==> config.mk <==
export PLATFORM = sky130hd
export DESIGN_NAME = sha256_hash_flat
export DESIGN_NICKNAME = d
export VERILOG_FILES = /design/src/rtl/core/sha256_pkg.sv /design/src/rtl/core/sha256_in_if.sv /design/src/rtl/core/sha256_out_if.sv /design/src/rtl/core/sha256_hash.sv /design/src/rtl/core/sha256_ram.sv /design/src/rtl/core/sha256_round.sv /design/src/flat_wrapper.sv
export SDC_FILE = /design/constraint.sdc
export NUM_CORES = 2
export LEC_CHECK = 0
export BUFFER_PORTS_ARGS = -buffer_cell sky130_fd_sc_hd__clkbuf_2
export CORE_AREA = 2 2 798 403
export DETAILED_ROUTE_END_ITERATION = 8
export DIE_AREA = 0 0 800 405
export PLACE_DENSITY = 0.57
export SLEW_MARGIN = 0
export SYNTH_ARGS = -nofsm -noshare
export SYNTH_HDL_FRONTEND = slang
export SYNTH_SLANG_ARGS = --single-unit
==> constraint.sdc <==
create_clock -name clk -period 41.2 [get_ports clk]
set_clock_uncertainty 0.15 [all_clocks]
set_input_delay 8.24 -clock clk [delete_from_list [all_inputs] [get_ports clk]]
set_output_delay 8.24 -clock clk [all_outputs]
set_load 0.1 [all_outputs]
==> src/rtl/core/sha256_pkg.sv <==
package sha256_pkg;

  typedef logic [31:0] word_t;

  // Working variables and chaining words, index 0 is the first word (a / H0).
  typedef logic [7:0][31:0] hstate_t;

  // Control from the sequencer to the round unit.
  typedef struct packed {
    logic       shift_byte;
    logic       init;
    logic       step;
    logic [5:0] rnd;
  } rnd_ctrl_t;

  localparam logic [7:0] PadMark   = 8'h80;
  localparam logic [5:0] LenPos    = 6'd56;
  localparam logic [5:0] LastRound = 6'd63;
  localparam logic [6:0] LoadLast  = 7'd64;
  localparam logic [2:0] LastWord  = 3'd7;

  localparam hstate_t InitHash = {
    32'h5be0cd19, 32'h1f83d9ab, 32'h9b05688c, 32'h510e527f,
    32'ha54ff53a, 32'h3c6ef372, 32'hbb67ae85, 32'h6a09e667
  };

  localparam word_t RoundK [64] = '{
    32'h428a2f98, 32'h71374491, 32'hb5c0fbcf, 32'he9b5dba5,
    32'h3956c25b, 32'h59f111f1, 32'h923f82a4, 32'hab1c5ed5,
    32'hd807aa98, 32'h12835b01, 32'h243185be, 32'h550c7dc3,
    32'h72be5d74, 32'h80deb1fe, 32'h9bdc06a7, 32'hc19bf174,
    32'he49b69c1, 32'hefbe4786, 32'h0fc19dc6, 32'h240ca1cc,
    32'h2de92c6f, 32'h4a7484aa, 32'h5cb0a9dc, 32'h76f988da,
    32'h983e5152, 32'ha831c66d, 32'hb00327c8, 32'hbf597fc7,
    32'hc6e00bf3, 32'hd5a79147, 32'h06ca6351, 32'h14292967,
    32'h27b70a85, 32'h2e1b2138, 32'h4d2c6dfc, 32'h53380d13,
    32'h650a7354, 32'h766a0abb, 32'h81c2c92e, 32'h92722c85,
    32'ha2bfe8a1, 32'ha81a664b, 32'hc24b8b70, 32'hc76c51a3,
    32'hd192e819, 32'hd6990624, 32'hf40e3585, 32'h106aa070,
    32'h19a4c116, 32'h1e376c08, 32'h2748774c, 32'h34b0bcb5,
    32'h391c0cb3, 32'h4ed8aa4a, 32'h5b9cca4f, 32'h682e6ff3,
    32'h748f82ee, 32'h78a5636f, 32'h84c87814, 32'h8cc70208,
    32'h90befffa, 32'ha4506ceb, 32'hbef9a3f7, 32'hc67178f2
  };

endpackage

==> src/rtl/core/sha256_in_if.sv <==
interface sha256_in_if;
  logic       valid;
  logic       ready;
  logic [7:0] data_byte;
  logic       has_byte;
  logic       start_message;
  logic       finish_message;

  modport source (
    output valid, data_byte, has_byte, start_message, finish_message,
    input  ready
  );
  modport sink (
    input  valid, data_byte, has_byte, start_message, finish_message,
    output ready
  );
endinterface

==> src/rtl/core/sha256_out_if.sv <==
interface sha256_out_if;
  logic        valid;
  logic        ready;
  logic [31:0] digest_word;
  logic [2:0]  word_index;
  logic        last_word;

  modport source (
    output valid, digest_word, word_index, last_word,
    input  ready
  );
  modport sink (
    input  valid, digest_word, word_index, last_word,
    output ready
  );
endinterface

==> src/rtl/core/sha256_hash.sv <==
// Channel   Dir   Beat contents
// msg       in    data_byte, has_byte, start_message, finish_message
// dig       out   digest_word, word_index, last_word (eight beats per digest)
//
// A byte that does not complete a block is taken without leaving the idle
// state, and the next beat may follow in the cycle after. A full block then
// passes the load state, streaming the 64 buffered bytes out of the buffer
// RAM into the schedule window, a set-up state, the 64 rounds of the shared
// round unit and the chaining add. A finish adds one or two padded blocks
// and then eight output beats. Reset is synchronous; it restores the initial
// hash values and clears both counts, the buffer RAM is left as it is. While
// reset is held, a block is compressed or a digest is waiting, msg is held
// not ready.
module sha256_hash (
  input  logic  clk,
  input  logic  rst,
  sha256_in_if.sink    msg,
  sha256_out_if.source dig
);

  typedef enum logic [5:0] {
    S_IDLE  = 6'b000001,
    S_LOAD  = 6'b000010,
    S_PREP  = 6'b000100,
    S_ROUND = 6'b001000,
    S_FINAL = 6'b010000,
    S_EMIT  = 6'b100000
  } state_t;

  state_t                state;
  sha256_pkg::hstate_t   chain;      // chaining words of the message so far
  sha256_pkg::hstate_t   dg;         // digest under construction
  sha256_pkg::hstate_t   base;
  sha256_pkg::hstate_t   vars;
  sha256_pkg::hstate_t   sum;
  sha256_pkg::rnd_ctrl_t ctrl;
  logic [5:0]            fill;
  logic [60:0]           byte_count;
  logic                  pad_mode;   // compressing a padded copy, not the buffer
  logic                  second;     // second of two padded blocks
  logic                  fin_pend;   // finish waits behind a full block
  logic [6:0]            ld_cnt;
  logic [5:0]            rnd;
  logic [2:0]            widx;
  logic                  accept;
  logic [5:0]            fill_eff;
  logic [5:0]            fill_next;
  logic                  blk_full;
  logic [7:0]            rdata;
  logic [7:0]            ld_byte;
  logic [5:0]            p;
  logic                  two_blk;
  logic [63:0]           bit_len;
  logic [7:0]            len_byte;

  assign msg.ready = (state == S_IDLE) && !rst;
  assign accept    = msg.valid && msg.ready;

  // Start is applied before the byte goes in, so the write lands at entry 0.
  assign fill_eff  = msg.start_message ? 6'd0 : fill;
  assign fill_next = fill_eff + 6'(msg.has_byte);
  assign blk_full  = msg.has_byte && (fill_eff == 6'd63);

  sha256_ram #(
    .Width (8),
    .Depth (64)
  ) u_buf (
    .clk   (clk),
    .we    (accept && msg.has_byte),
    .waddr (fill_eff),
    .wdata (msg.data_byte),
    .raddr (ld_cnt[5:0]),
    .rdata (rdata)
  );

  // The RAM read is registered, so the byte arriving now belongs to the
  // address issued in the previous cycle.
  assign p        = 6'(ld_cnt - 7'd1);
  assign two_blk  = (fill >= sha256_pkg::LenPos);
  assign bit_len  = {byte_count, 3'b000};
  assign len_byte = bit_len[{~p[2:0], 3'b000} +: 8];

  // Padding is formed on the fly: buffered bytes, the marker byte, zeros,
  // and the big-endian bit length in the last eight bytes of the final block.
  always_comb begin
    if (!pad_mode) begin
      ld_byte = rdata;
    end else if (!second && (p < fill)) begin
      ld_byte = rdata;
    end else if (!second && (p == fill)) begin
      ld_byte = sha256_pkg::PadMark;
    end else if ((p >= sha256_pkg::LenPos) && (second == two_blk)) begin
      ld_byte = len_byte;
    end else begin
      ld_byte = 8'h00;
    end
  end

  always_comb begin
    ctrl.shift_byte = (state == S_LOAD) && (ld_cnt != 7'd0);
    ctrl.init       = (state == S_PREP);
    ctrl.step       = (state == S_ROUND);
    ctrl.rnd        = rnd;
  end

  sha256_round u_round (
    .clk     (clk),
    .ctrl    (ctrl),
    .byte_in (ld_byte),
    .base    (base),
    .vars    (vars)
  );

  // The second padded block continues from the first, never from the
  // chaining words, which stay untouched so that the message can go on.
  assign base = (pad_mode && second) ? dg : chain;

  always_comb begin
    for (int i = 0; i < 8; i++) begin
      sum[i] = base[i] + vars[i];
    end
  end

  always_ff @(posedge clk) begin
    if (rst) begin
      state      <= S_IDLE;
      chain      <= sha256_pkg::InitHash;
      fill       <= 6'd0;
      byte_count <= '0;
      pad_mode   <= 1'b0;
      second     <= 1'b0;
      fin_pend   <= 1'b0;
      ld_cnt     <= 7'd0;
      rnd        <= 6'd0;
      widx       <= 3'd0;
    end else begin
      unique case (state)
        S_IDLE: begin
          if (accept) begin
            if (msg.start_message) begin
              chain <= sha256_pkg::InitHash;
            end
            fill       <= fill_next;
            byte_count <= (msg.start_message ? 61'd0 : byte_count) + 61'(msg.has_byte);
            fin_pend   <= msg.finish_message;
            ld_cnt     <= 7'd0;
            second     <= 1'b0;
            if (blk_full) begin
              pad_mode <= 1'b0;
              state    <= S_LOAD;
            end else if (msg.finish_message) begin
              pad_mode <= 1'b1;
              state    <= S_LOAD;
            end
          end
        end
        S_LOAD: begin
          ld_cnt <= ld_cnt + 7'd1;
          if (ld_cnt == sha256_pkg::LoadLast) begin
            state <= S_PREP;
          end
        end
        S_PREP: begin
          rnd   <= 6'd0;
          state <= S_ROUND;
        end
        S_ROUND: begin
          rnd <= rnd + 6'd1;
          if (rnd == sha256_pkg::LastRound) begin
            state <= S_FINAL;
          end
        end
        S_FINAL: begin
          ld_cnt <= 7'd0;
          if (!pad_mode) begin
            chain <= sum;
            if (fin_pend) begin
              fin_pend <= 1'b0;
              pad_mode <= 1'b1;
              second   <= 1'b0;
              state    <= S_LOAD;
            end else begin
              state <= S_IDLE;
            end
          end else begin
            dg <= sum;
            if (!second && two_blk) begin
              second <= 1'b1;
              state  <= S_LOAD;
            end else begin
              widx  <= 3'd0;
              state <= S_EMIT;
            end
          end
        end
        S_EMIT: begin
          if (dig.ready) begin
            widx <= widx + 3'd1;
            if (widx == sha256_pkg::LastWord) begin
              state <= S_IDLE;
            end
          end
        end
        default: begin
          state <= S_IDLE;
        end
      endcase
    end
  end

  assign dig.valid       = (state == S_EMIT);
  assign dig.digest_word = dg[widx];
  assign dig.word_index  = widx;
  assign dig.last_word   = (widx == sha256_pkg::LastWord);

`ifndef NO_ASSERTIONS
  a_no_overlap: assert property (@(posedge clk) disable iff (rst)
    !(msg.ready && dig.valid))
    else $error("input taken while a digest is being delivered");

  a_last_drop: assert property (@(posedge clk) disable iff (rst)
    (dig.valid && dig.ready && dig.last_word) |=> !dig.valid)
    else $error("digest beats continue after the last word");

  a_round_end: assert property (@(posedge clk) disable iff (rst)
    (state == S_ROUND && rnd == sha256_pkg::LastRound) |=> (state == S_FINAL))
    else $error("compression did not end after the last round");

  a_fin_pad: assert property (@(posedge clk) disable iff (rst)
    (accept && msg.finish_message && !blk_full) |=>
      (state == S_LOAD && pad_mode && !second))
    else $error("finish without a full block did not start padding");

  a_chain_hold: assert property (@(posedge clk) disable iff (rst)
    (state == S_FINAL && pad_mode) |=> $stable(chain))
    else $error("chaining words altered by a padded block");
`endif

endmodule

==> src/rtl/core/sha256_ram.sv <==
module sha256_ram #(
  parameter int Width = 8,
  parameter int Depth = 64
) (
  input  logic                     clk,
  input  logic                     we,
  input  logic [$clog2(Depth)-1:0] waddr,
  input  logic [Width-1:0]         wdata,
  input  logic [$clog2(Depth)-1:0] raddr,
  output logic [Width-1:0]         rdata
);

  logic [Width-1:0] mem [Depth];

  always_ff @(posedge clk) begin
    if (we) begin
      mem[waddr] <= wdata;
    end
    rdata <= mem[raddr];
  end

endmodule

==> src/rtl/core/sha256_round.sv <==
module sha256_round (
  input  logic                clk,
  input  sha256_pkg::rnd_ctrl_t ctrl,
  input  logic [7:0]          byte_in,
  input  sha256_pkg::hstate_t base,
  output sha256_pkg::hstate_t vars
);

  // Sixteen-word schedule window; ws[15] is the oldest word, the one used now.
  logic [15:0][31:0]   ws;
  sha256_pkg::hstate_t v;
  sha256_pkg::word_t   hkw;
  sha256_pkg::word_t   big0, big1, ch, maj, t1, w_new, sig0, sig1;
  logic [5:0]          rnd_nx;

  function automatic sha256_pkg::word_t rotr(input sha256_pkg::word_t x, input int n);
    return (x >> n) | (x << (32 - n));
  endfunction

  always_comb begin
    big1   = rotr(v[4], 6) ^ rotr(v[4], 11) ^ rotr(v[4], 25);
    ch     = (v[4] & v[5]) ^ (~v[4] & v[6]);
    t1     = hkw + big1 + ch;
    big0   = rotr(v[0], 2) ^ rotr(v[0], 13) ^ rotr(v[0], 22);
    maj    = (v[0] & v[1]) ^ (v[0] & v[2]) ^ (v[1] & v[2]);
    sig0   = rotr(ws[14], 7) ^ rotr(ws[14], 18) ^ (ws[14] >> 3);
    sig1   = rotr(ws[1], 17) ^ rotr(ws[1], 19) ^ (ws[1] >> 10);
    w_new  = ws[15] + sig0 + ws[6] + sig1;
    rnd_nx = ctrl.rnd + 6'd1;
  end

  // The h + K + W term of the next round is summed and registered during the
  // current round, since next round's h is this round's g.
  always_ff @(posedge clk) begin
    if (ctrl.shift_byte) begin
      ws <= {ws[15][23:0], ws[14:0], byte_in};
    end else if (ctrl.init) begin
      v   <= base;
      hkw <= base[7] + sha256_pkg::RoundK[0] + ws[15];
    end else if (ctrl.step) begin
      v[7] <= v[6];
      v[6] <= v[5];
      v[5] <= v[4];
      v[4] <= v[3] + t1;
      v[3] <= v[2];
      v[2] <= v[1];
      v[1] <= v[0];
      v[0] <= t1 + big0 + maj;
      hkw  <= v[6] + sha256_pkg::RoundK[rnd_nx] + ws[14];
      ws   <= {ws[14:0], w_new};
    end
  end

  assign vars = v;

endmodule
==> src/flat_wrapper.sv <==
// flat-port wrapper written by rule: the top's interface ports become plain ports
module sha256_hash_flat 
  (clk, rst, msg_valid, msg_data_byte, msg_has_byte, msg_start_message, msg_finish_message, msg_ready, dig_valid, dig_digest_word, dig_word_index, dig_last_word, dig_ready);
  sha256_in_if msg_i ();
  sha256_out_if dig_i ();
  input  logic clk;
  input  logic rst;
  input wire logic [$bits(msg_i.valid)-1:0] msg_valid;
  input wire logic [$bits(msg_i.data_byte)-1:0] msg_data_byte;
  input wire logic [$bits(msg_i.has_byte)-1:0] msg_has_byte;
  input wire logic [$bits(msg_i.start_message)-1:0] msg_start_message;
  input wire logic [$bits(msg_i.finish_message)-1:0] msg_finish_message;
  output wire logic [$bits(msg_i.ready)-1:0] msg_ready;
  output wire logic [$bits(dig_i.valid)-1:0] dig_valid;
  output wire logic [$bits(dig_i.digest_word)-1:0] dig_digest_word;
  output wire logic [$bits(dig_i.word_index)-1:0] dig_word_index;
  output wire logic [$bits(dig_i.last_word)-1:0] dig_last_word;
  input wire logic [$bits(dig_i.ready)-1:0] dig_ready;
  assign msg_i.valid = msg_valid;
  assign msg_i.data_byte = msg_data_byte;
  assign msg_i.has_byte = msg_has_byte;
  assign msg_i.start_message = msg_start_message;
  assign msg_i.finish_message = msg_finish_message;
  assign msg_ready = msg_i.ready;
  assign dig_valid = dig_i.valid;
  assign dig_digest_word = dig_i.digest_word;
  assign dig_word_index = dig_i.word_index;
  assign dig_last_word = dig_i.last_word;
  assign dig_i.ready = dig_ready;
  sha256_hash u_core (.clk(clk), .rst(rst), .msg(msg_i), .dig(dig_i));
endmodule
==> out/metrics.csv <==
metric;value;unit
DPL Wire Length;272000;um
leakage power;0.0444;uW
RSZ-0062 raised after global routing;false;
Synth top area share;42.6;%
syn nets;10700;
pin count of the biggest net entering global routing;198;
path type of the worst setup path;in -> out;
Hold-fix buffers, CTS;0;
Die Y;405;um
CP Capture Type;output pin;
Detailed Routing Iterations Pass 1;7;
required time of the critical path;32.81;ns
GR Util All Layers;22.3;%
fillers;30600;
initial DRC count;11800;
synthesized flop and latch total;1924;
placed cell area;115000;um2
Max VDD drop;32.6;uV
Reg2Reg Setup Slack;30.84;ns
post-route ant nets;0;
synthesized area per cell;11.0;um2
run status;finished, violations left;
ys async rst share;0;%
Seq/Total Area, Yosys;49.1;%
TritonCTS Sinks;1924;
Mapped Cells;10100;
H-tree depth;4;
Post-CTS Setup Bufs;0;
Worst-Skew Late Latency;0.91;ns
DIE AREA;324000;um2
vias in the first global route;74000;
Port Buffers;52;
area of the multi-input gates;52700;um2
share of cells above drive strength 1;12.3;%
Vias/cell;5.71;
CP max stage cell;clkbuf_2;
CTS Buf Count;184;
Fin Hold WS;0.314;ns
Mapped Area;110000;um2
first-pass GRT wire length;533000;um
largest cells by area after synthesis;edfxtp_1 43%, dfxtp_1 6.5%, nand2_1 6.2%;
CTS Buffer Depth;4;
top achievable clock speed;57.0;MHz
initial core utilization;34.7;%
Vias;81500;
Final Slew Violations;3;
Post-route DRC;0;
failing checks;max-capacitance violations, max-slew violations;
Site Rows;147;
Worst Max-Slew Pin Slew;1.55;ns
Setup Total Neg Slack;0;ns
slowest stage delay, CP;0.48;ns
register area;54200;um2
Area Overhead vs Synth;9.62;%
RePlAce Congestion;1.01;
setup violators final;0;
worst path bufs/invs;2;
period utilization;42.6;%
Power Density;34.4;nW/um2
Synth area leader;edfxtp_1;
Rel. slew slack;-5.21;%
Top-Level Pins;53;
Total Power;4160;uW
Critical Path, Cell by Cell;clkbuf_8, nor2_1, clkbuf_2;
warnings from Yosys;0;
worst hold path type;reg -> reg;
final hold viol count;0;
top-count cell post-synth;nand2_1;
CP Launch Type;primary input;
Post-synth top cells;1812 x nand2_1, 1568 x edfxtp_1, 558 x nor2_1;
Root Driver;clkbuf_16;
Tmin final;17.56;ns
number of max-cap violations;1;
nets;10500;
final instance area;121000;um2
CTS tree;done;
distinct cell type count after synthesis;101;
core area;318000;um2
CP delay by family, top;buffers and inverters;
WL final;373000;um
clk slew on worst S/H paths;0.06;ns
Congestion Overflow GR;0;
EDFF count, synth;1568;
Main synth FF type;edfxtp_1;
Data arrival, critical path;9.17;ns
critical path peak fanout;46;
wire per inst;26.2;um
cts repair resizes;0;
initial antenna violation count;8;
Die Wd;800;um
==> final cells by class <==
type	instances	area share, %
antenna	2	0.00414
tap	4246	4.39
timing repair buffer	198	1.18
multi-input combinational	7160	43.5
clock buffer	233	4.06
sequential	1924	44.8
inverter	400	1.26
clock inverter	98	0.770
==> report_power, final <==
part	switching, uW	internal (uW)
sequential	10.2	2100
combinational	205	99.8
clock	809	936
==> cell usage in the layout (no fill, tap or decap), types with 64 or more instances in the layout <==
| master | count |
|---|---|
| a211oi_1 | 67 |
| a21o_1 | 197 |
| a21oi_1 | 515 |
| a31oi_1 | 64 |
| buf_4 | 141 |
| clkbuf_16 | 184 |
| dfxtp_1 | 350 |
| edfxtp_1 | 1568 |
| fa_1 | 168 |
| ha_1 | 496 |
| inv_1 | 391 |
| mux2_2 | 433 |
| mux2i_1 | 66 |
| mux4_2 | 251 |
| nand2_1 | 1807 |
| nand2b_1 | 82 |
| nand3_1 | 155 |
| nor2_1 | 554 |
| nor3_1 | 150 |
| o21ai_0 | 493 |
| o21bai_1 | 66 |
| xnor2_1 | 466 |
| xor2_1 | 228 |
==> state kept, by name (all words and copies together) (netlist names) <==
| name | count |
|---|---|
| u_core.byte_count | 61 |
| u_core.chain | 256 |
| u_core.dg | 256 |
| u_core.dig.word_index | 3 |
| u_core.fill | 6 |
| u_core.fin_pend | 1 |
| u_core.ld_cnt | 7 |
| u_core.pad_mode | 1 |
| u_core.rnd | 6 |
| u_core.second | 1 |
| u_core.state | 6 |
| u_core.u_buf.mem | 512 |
| u_core.u_buf.rdata | 8 |
| u_core.u_round.hkw | 32 |
| u_core.u_round.vars | 256 |
| u_core.u_round.ws | 512 |
==> worst register-to-register path, delay by kind of cell (launching register included) <==
family,cells,cell delay [ns]
muxes,1,0.09
AOI/OAI and AO/OA,11,4.34
and+or+nand+nor,3,0.91
DFF,1,0.63
adders and majority gates,5,2.17
xor gates and xnor gates,5,1.76
==> layer usage <==
metal  up-vias  GRT usage (%)  routed length (um)
li1      35900              -                   -
met1     40700           37.5              185000
met2      4505           24.6              124000
met3       370           10.1               59100
met4         2           3.17                5060
met5         -          0.461                 209
==> kinds of logic after synthesis <==
family	after synthesis	synth area share [%]
xor gates and xnor gates	700	5.55
and+or+nand+nor	3061	11.8
AOI/OAI and AO/OA	1960	11.2
buffers and inverters	970	3.33
muxes	751	10.1
DFF	1924	49.1
adders and majority gates	688	8.89
==> metrics by stage <==
stage | util, % | cells | worst slack (ns)
final | 38.1 | 14300 | 23.64
after global routing | 38.1 | 14300 | 23.62
after CTS | 38.1 | 14300 | 23.65
after detailed placement | 36.2 | 13900 | 23.65
after global placement | 36.2 | 13900 | 23.64
after floorplan | - | 10100 | 20.73
==> worst paths after layout <==
path,cells past startpoint,to,start
worst max-delay path,3,msg_ready,rst
worst min-delay path,2,u_core.chain[116]$_SDFFE_PP0P_,u_core.chain[116]$_SDFFE_PP0P_
worst max register to register,25,u_core.u_round.vars[31]$_DFFE_PP_,u_core.u_round.vars[140]$_DFFE_PP_
worst min register to register,2,u_core.chain[116]$_SDFFE_PP0P_,u_core.chain[116]$_SDFFE_PP0P_
Note: power is estimated with default switching activity, not from simulation.
